**config.mk**
```make
export PLATFORM = sky130hd
export DESIGN_NAME = meti_ctrl
export DESIGN_NICKNAME = d
export VERILOG_FILES = /design/src/hw/rtl/meti_pkg.sv /design/src/hw/rtl/meti_ctrl.sv
export SDC_FILE = /design/constraint.sdc
export NUM_CORES = 1
export LEC_CHECK = 0
export ABC_CLOCK_PERIOD_IN_PS = 3400
export BUFFER_PORTS_ARGS = -buffer_cell sky130_fd_sc_hd__clkbuf_2
export CAP_MARGIN = 20
export CORE_UTILIZATION = 38
export CTS_CLUSTER_DIAMETER = 200
export DETAILED_ROUTE_END_ITERATION = 16
export PLACE_DENSITY = 0.69
export RECOVER_POWER = 100
export SLEW_MARGIN = 30
export SYNTH_ARGS = -nofsm -noshare
export SYNTH_HDL_FRONTEND = slang
export SYNTH_SLANG_ARGS = --single-unit
```
**constraint.sdc**
```tcl
create_clock -name clk -period 3.4 [get_ports clk]
set_input_delay 0.51 -clock clk [delete_from_list [all_inputs] [get_ports clk]]
set_output_delay 0.51 -clock clk [all_outputs]
set_load 0.02 [all_outputs]
```
**src/hw/rtl/meti_pkg.sv**
```systemverilog
// Shared types and constants for the Mandelbrot escape-time pixel block.
package meti_pkg;

    localparam int CFG_INDEX_BITS = 2;
    localparam int CFG_DATA_BITS  = 24;
    localparam int SIZE_BITS      = 13;
    localparam int COORD_BITS     = 12;
    localparam int ITER_BITS      = 24;

    localparam logic [CFG_INDEX_BITS-1:0] CFG_IMAGE_WIDTH  = 2'd0;
    localparam logic [CFG_INDEX_BITS-1:0] CFG_IMAGE_HEIGHT = 2'd1;
    localparam logic [CFG_INDEX_BITS-1:0] CFG_MAX_ITER     = 2'd2;

    localparam logic [SIZE_BITS-1:0] WIDTH_RESET    = 13'd800;
    localparam logic [SIZE_BITS-1:0] HEIGHT_RESET   = 13'd600;
    localparam logic [ITER_BITS-1:0] MAX_ITER_RESET = 24'd524288;

    typedef enum logic [4:0] {
        OP_NONE,
        OP_DIV_SX,
        OP_DIV_SY,
        OP_MAP_RE,
        OP_MAP_IM,
        OP_SQ_IM,
        OP_DISK0,
        OP_DISK1,
        OP_SQ_AR,
        OP_SQ_AI,
        OP_SQRT,
        OP_DIV_Q,
        OP_CARD,
        OP_ZR2,
        OP_ZI2,
        OP_CROSS
    } meti_op_t;

    typedef struct packed {
        logic     start;
        meti_op_t op;
        logic     load;
        logic     out_load;
    } meti_cmd_t;

    typedef struct packed {
        logic done;
        logic in_set;
        logic in_range;
        logic n_zero;
        logic escape;
    } meti_sts_t;

endpackage

```
**src/hw/rtl/meti_ctrl.sv**
```systemverilog
// Controller: sequences datapath operations for one pixel and runs both handshakes.
module meti_ctrl (
    input  logic                clk,
    input  logic                rst_n,
    input  logic                in_valid,
    output logic                in_stall,
    output logic                out_valid,
    input  logic                out_stall,
    input  logic                size_write,
    input  meti_pkg::meti_sts_t sts,
    output meti_pkg::meti_cmd_t cmd
);
    import meti_pkg::*;

    typedef enum logic [4:0] {
        S_IDLE,
        S_DIV_SX,
        S_DIV_SY,
        S_MAP_RE,
        S_MAP_IM,
        S_SQ_IM,
        S_DISK0,
        S_DISK1,
        S_SQ_AR,
        S_SQ_AI,
        S_SQRT,
        S_DIV_Q,
        S_CARD,
        S_ZR2,
        S_ZI2,
        S_CROSS,
        S_DONE
    } state_t;

    state_t state_reg;
    logic   issue_reg;
    logic   stale_reg;
    logic   out_valid_reg;
    logic   in_fire;
    logic   out_load;
    meti_op_t op;

    always_comb
    begin
        case (state_reg)
            S_DIV_SX: op = OP_DIV_SX;
            S_DIV_SY: op = OP_DIV_SY;
            S_MAP_RE: op = OP_MAP_RE;
            S_MAP_IM: op = OP_MAP_IM;
            S_SQ_IM:  op = OP_SQ_IM;
            S_DISK0:  op = OP_DISK0;
            S_DISK1:  op = OP_DISK1;
            S_SQ_AR:  op = OP_SQ_AR;
            S_SQ_AI:  op = OP_SQ_AI;
            S_SQRT:   op = OP_SQRT;
            S_DIV_Q:  op = OP_DIV_Q;
            S_CARD:   op = OP_CARD;
            S_ZR2:    op = OP_ZR2;
            S_ZI2:    op = OP_ZI2;
            S_CROSS:  op = OP_CROSS;
            default:  op = OP_NONE;
        endcase
    end

    assign in_fire  = in_valid && (state_reg == S_IDLE);
    // result register frees up in the same cycle its transaction completes
    assign out_load = (state_reg == S_DONE) && (!out_valid_reg || !out_stall);

    always_ff @(posedge clk or negedge rst_n)
    begin
        if (!rst_n)
        begin
            state_reg     <= S_IDLE;
            issue_reg     <= 1'b0;
            stale_reg     <= 1'b1;
            out_valid_reg <= 1'b0;
        end
        else
        begin
            issue_reg <= 1'b0;
            if (size_write)
            begin
                stale_reg <= 1'b1;
            end
            if (out_load)
            begin
                out_valid_reg <= 1'b1;
            end
            else if (out_valid_reg && !out_stall)
            begin
                out_valid_reg <= 1'b0;
            end
            case (state_reg)
                S_IDLE:
                begin
                    if (in_valid)
                    begin
                        state_reg <= stale_reg ? S_DIV_SX : S_MAP_RE;
                        issue_reg <= 1'b1;
                    end
                end
                S_DONE:
                begin
                    if (out_load)
                    begin
                        state_reg <= S_IDLE;
                    end
                end
                default:
                begin
                    if (sts.done)
                    begin
                        issue_reg <= 1'b1;
                        case (state_reg)
                            S_DIV_SX: state_reg <= S_DIV_SY;
                            S_DIV_SY:
                            begin
                                state_reg <= S_MAP_RE;
                                stale_reg <= 1'b0;
                            end
                            S_MAP_RE: state_reg <= S_MAP_IM;
                            S_MAP_IM: state_reg <= S_SQ_IM;
                            S_SQ_IM:  state_reg <= S_DISK0;
                            S_DISK0:  state_reg <= S_DISK1;
                            S_DISK1:
                            begin
                                if (sts.in_set)
                                begin
                                    state_reg <= S_DONE;
                                    issue_reg <= 1'b0;
                                end
                                else if (sts.in_range)
                                    state_reg <= S_SQ_AR;
                                else
                                    state_reg <= S_ZR2;
                            end
                            S_SQ_AR:  state_reg <= S_SQ_AI;
                            S_SQ_AI:  state_reg <= S_SQRT;
                            S_SQRT:   state_reg <= sts.n_zero ? S_ZR2 : S_DIV_Q;
                            S_DIV_Q:  state_reg <= S_CARD;
                            S_CARD:
                            begin
                                if (sts.in_set)
                                begin
                                    state_reg <= S_DONE;
                                    issue_reg <= 1'b0;
                                end
                                else
                                    state_reg <= S_ZR2;
                            end
                            S_ZR2:    state_reg <= S_ZI2;
                            S_ZI2:
                            begin
                                if (sts.escape)
                                begin
                                    state_reg <= S_DONE;
                                    issue_reg <= 1'b0;
                                end
                                else
                                    state_reg <= S_CROSS;
                            end
                            default:  state_reg <= S_ZR2;
                        endcase
                    end
                end
            endcase
        end
    end

    assign in_stall     = (state_reg != S_IDLE);
    assign out_valid    = out_valid_reg;
    assign cmd.start    = issue_reg;
    assign cmd.op       = op;
    assign cmd.load     = in_fire;
    assign cmd.out_load = out_load;

endmodule

```
[Yosys cells after proc, flatten, opt, wreduce, memory -nomap -nowiden]
Memories as Yosys holds them, arrays and structs flattened.
Cells that the tools add are included.
Word-level totals
  memories: 1
  bits of input ports: 10
  logic and storage cells: 59
  ROM bits: 64
  register bits after elaboration: 8
Memory list
  (no name shown): depth 16, width 4, rd ports 1, clocked after Yosys merged registers in 0, write ports 0, RTL line meti_ctrl.sv:45  | case (state_reg)
Cells by class
  equal/unequal tests: 17
  reduce and logical (&&, ||, !) cells: 13
  muxes and demuxes: 24
Operators by type and width (count)
  $pmux W5 S14: 1
  $eq A5 B4 Y1 const B: 7
  $mux W5: 7
  $eq A5 B3 Y1 const B: 4
  $eq A5 B2 Y1 const B: 2
  $mux W1: 10
  $pmux W5 S2: 1
  $mux W3: 2
  $eq A5 B1 Y1 const B: 1
  $eq A5 B5 Y1 const B: 1
  $logic_not A5 Y1: 1
  $reduce_bool A5 Y1: 1
  $ne A2 B2 Y1 const B: 2
  $pmux W1 S2: 2
  $reduce_or A2 Y1: 2
  $logic_and A1 B1 Y1: 3
  $reduce_and A3 Y1: 1
  $reduce_bool A3 Y1: 1
  $logic_not A1 Y1: 2
  $mux W2: 1
  $reduce_bool A2 Y1: 1
  $logic_or A1 B1 Y1: 1

[Longest topological paths before layout]
  depth in word-level cells: 5
  depth in mapped cells: 6

[Least setup slack after synthesis]
Ideal clock, no wire load.
  kind: register -> output
  start: register state_reg[1]
  end: output cmd[0] (netlist bit)
  arrival time: 1.231 ns
  data required time: 2.890 ns
  stages on the path, launching flop included: 6
  path buffers: 2
  path slack: 1.659 ns
  cell sequence: dfrtp_1 -> buf_6 -> nor4_2 -> nand2_1 -> a21oi_1 -> buf_4
Between the ends
  longest elaborated chain between the ends: 2
RTL lines
  from (decl): RTL line meti_ctrl.sv:35  | state_t state_reg;
  from (signal assigned): RTL line meti_ctrl.sv:98  | state_reg <= stale_reg ? S_DIV_SX : S_MAP_RE;
  from (signal assigned): RTL line meti_ctrl.sv:139  | S_SQRT: state_reg <= sts.n_zero ? S_ZR2 : S_DIV_Q;
  $eq A5 B5 Y1: RTL line meti_ctrl.sv:67  | assign out_load = (state_reg == S_DONE) && (!out_valid_reg || !out_stall);
  $logic_and A1 B1 Y1: RTL line meti_ctrl.sv:67
  to (decl): RTL line meti_ctrl.sv:11  | output meti_pkg::meti_cmd_t cmd
Every way passes these cells.

==> results_dict.tcl <==
set metrics [dict create \
    status "complete, no violations" \
    first_pass_iters 4 \
    slew_headroom 0.558 \
    synthFlopType "dfrtp_1" \
    worstSetupEndpointType "output pin" \
    ios 20 \
    design_area_sq_um 677 \
    cts_tree "yes" \
    worst_slew_pin_slew_ps 656 \
    start_util 0.412 \
    grt_max_degree 19 \
    numCtsBuffers 3 \
    yosys_warnings 0 \
    cts_root_buffer "clkbuf_4" \
    rsz0062_at_grt "false" \
    via_per_inst 5.65 \
    grt_overflow 0 \
    fin_ws_ps 905 \
    yosys-top-cells-area "dfrtp_1, nor2b_1, o21ai_0, buf_4, nor2_1" \
    row_count 14 \
    synth_cell_types 38 \
    hold_path_class "primary input to async pin" \
    syn_area_sq_um 628 \
    drv_slew 0 \
    hold_slack_ps 157 \
    drive_gt1_frac 0.180 \
    placed_cells 101 \
    fmax_mhz 401 \
    antenna_cells 0 \
    path_max_fanout 15 \
    largest_reg_flops 5 \
    clock_sink_count 8 \
    synth_edf_count 0 \
    finalWeightedCongestion 0.814 \
    synth_area_per_cell_sq_um 8.16 \
    postRouteAntennaNets 0 \
    clk_pin_slew_worst_paths_ps 60 \
    worst_setup_path_start_kind "register" \
    htreeDepth 1 \
    post_drt_wl_per_cell_um 12.9 \
    antenna_found_initial 0 \
    fin_cells 105 \
    cts_setup_buffers 0 \
    cts_hold_repair.buffers 0 \
    ys_seq_elements 8 \
    grt_pass1_vias 486 \
    dieArea_sq_um 1820 \
    cts_resized 0 \
    final.setup.tns_ps 0 \
    yosysSeqAreaShare 0.321 \
    r2r_slack_ps 1630 \
    ir_worst_vdd_mv 0.368 \
    power.density_nw_per_um2 896 \
    portBuffers 18 \
    preCtsSetupSlack_ps 1460 \
    synth_most_common_cell "nor2_1" \
    wirelength_um 1360 \
    clockBufferDepth 2 \
    final_hold_viol_count 0 \
    chipHeight_um 42.7 \
    max-cap-violations 0 \
    rr_endpoint "state_reg[0]" \
    dp_hpwl_um 1020 \
    cellLeakagePower_nw 0.289 \
    dr.first_iter.drc_count 16 \
    coreArea_sq_um 1520 \
    synth_nets 87 \
    critPathArrivalTime_ps 1980 \
    dpl_cell_area_sq_um 673 \
    n_fill_cell 164 \
    synthTopCellsByCount "nor2_1, dfrtp_1, o21ai_0, nand2_1, nor2b_1" \
    synth_cells 77 \
    clk_latency_ps 260 \
    fin_crit_sh 0.734 \
    grt_pass1_wl_um 2260 \
    synth_top_area_share 0.279 \
    synthArstFlopShare 1.00 \
    reg2regPathDepth 5 \
    die_w_um 42.7 \
    finalCriticalPeriod_ps 2490 \
    r2r_start "state_reg[2]" \
    nNetsFinal 100 \
    area_growth_pct 7.77 \
    grt_usage 0.162 \
    drc 0 \
    num_vias 593 \
    skew_ps 8.66 \
    critPathKind "register to output pin" \
    yosysTopAreaCell "dfrtp_1" \
    required_ps 2890 \
    setup_viol 0 \
]
layout make-up:
cell class                      count  area (sq um)  area share
Tap cell                           16          20.0      0.0296
Clock buffer                        4          26.3      0.0388
Sequential cell                     8           201       0.298
Multi-Input combinational cell     57           344       0.508
Inverter                            2          7.51      0.0111
Timing Repair Buffer               18          77.6       0.115
how the worst max path moves through the flow:
| stage | from | to | cells past startpoint |
|---|---|---|---|
| after floorplan | state_reg[1] | cmd[0] | 5 |
| after global placement | state_reg[2] | cmd[1] | 4 |
| after detailed placement | state_reg[2] | cmd[1] | 4 |
| after CTS | state_reg[3] | cmd[1] | 4 |
| after global routing | state_reg[2] | cmd[0] | 4 |
| final | state_reg[2] | cmd[1] | 4 |
per-stage QoR:
stage	util	total power, mW
finish	0.444	0.607
global placement	0.442	0.539
global route	0.444	0.657
CTS	0.459	0.628
floorplan	-	0.489
detailed placement	0.442	0.546
cells in the final DEF, fill, tap and decap left out, types with 2 or more instances in the layout:
master    instances
nand2_1           5
o21ai_0           6
dfrtp_1           7
clkbuf_2          8
nor2b_1           5
nor3_1            2
nand3_1           3
clkbuf_1         11
nor2_1            8
clkbuf_4          3
a21boi_0          2
a21oi_1           4
where the power goes:
group | leakage (nW) | internal (mW) | total, mW | switching [mW]
logic | 0.177 | 0.125 | 0.290 | 0.165
registers | 0.0966 | 0.133 | 0.236 | 0.103
clock network | 0.0150 | 0.0451 | 0.0801 | 0.0350
total | 0.289 | 0.304 | 0.607 | 0.303
routing by layer:
metal  share of wire  vias to the layer above  global-route usage
met5               0                        -                   0
met1            0.48                      277               0.231
met4               0                        0              0.0375
li1                -                      292                   -
met3           0.071                        0              0.0681
met2            0.45                       24               0.224
kinds of logic after synthesis:
logic type,synth area share
other cells,0.00597
flops,0.321
mux,0.0339
compound gates,0.225
simple gates,0.299
buf+inv,0.116
critical path, stage by stage, from the launching register on:
cell and delay, ps:
dfrtp_1 520, nor4_1 650, nand3b_1 230, clkinv_1 100
clkbuf_1 230
Note: power is estimated with default switching activity, not from simulation.
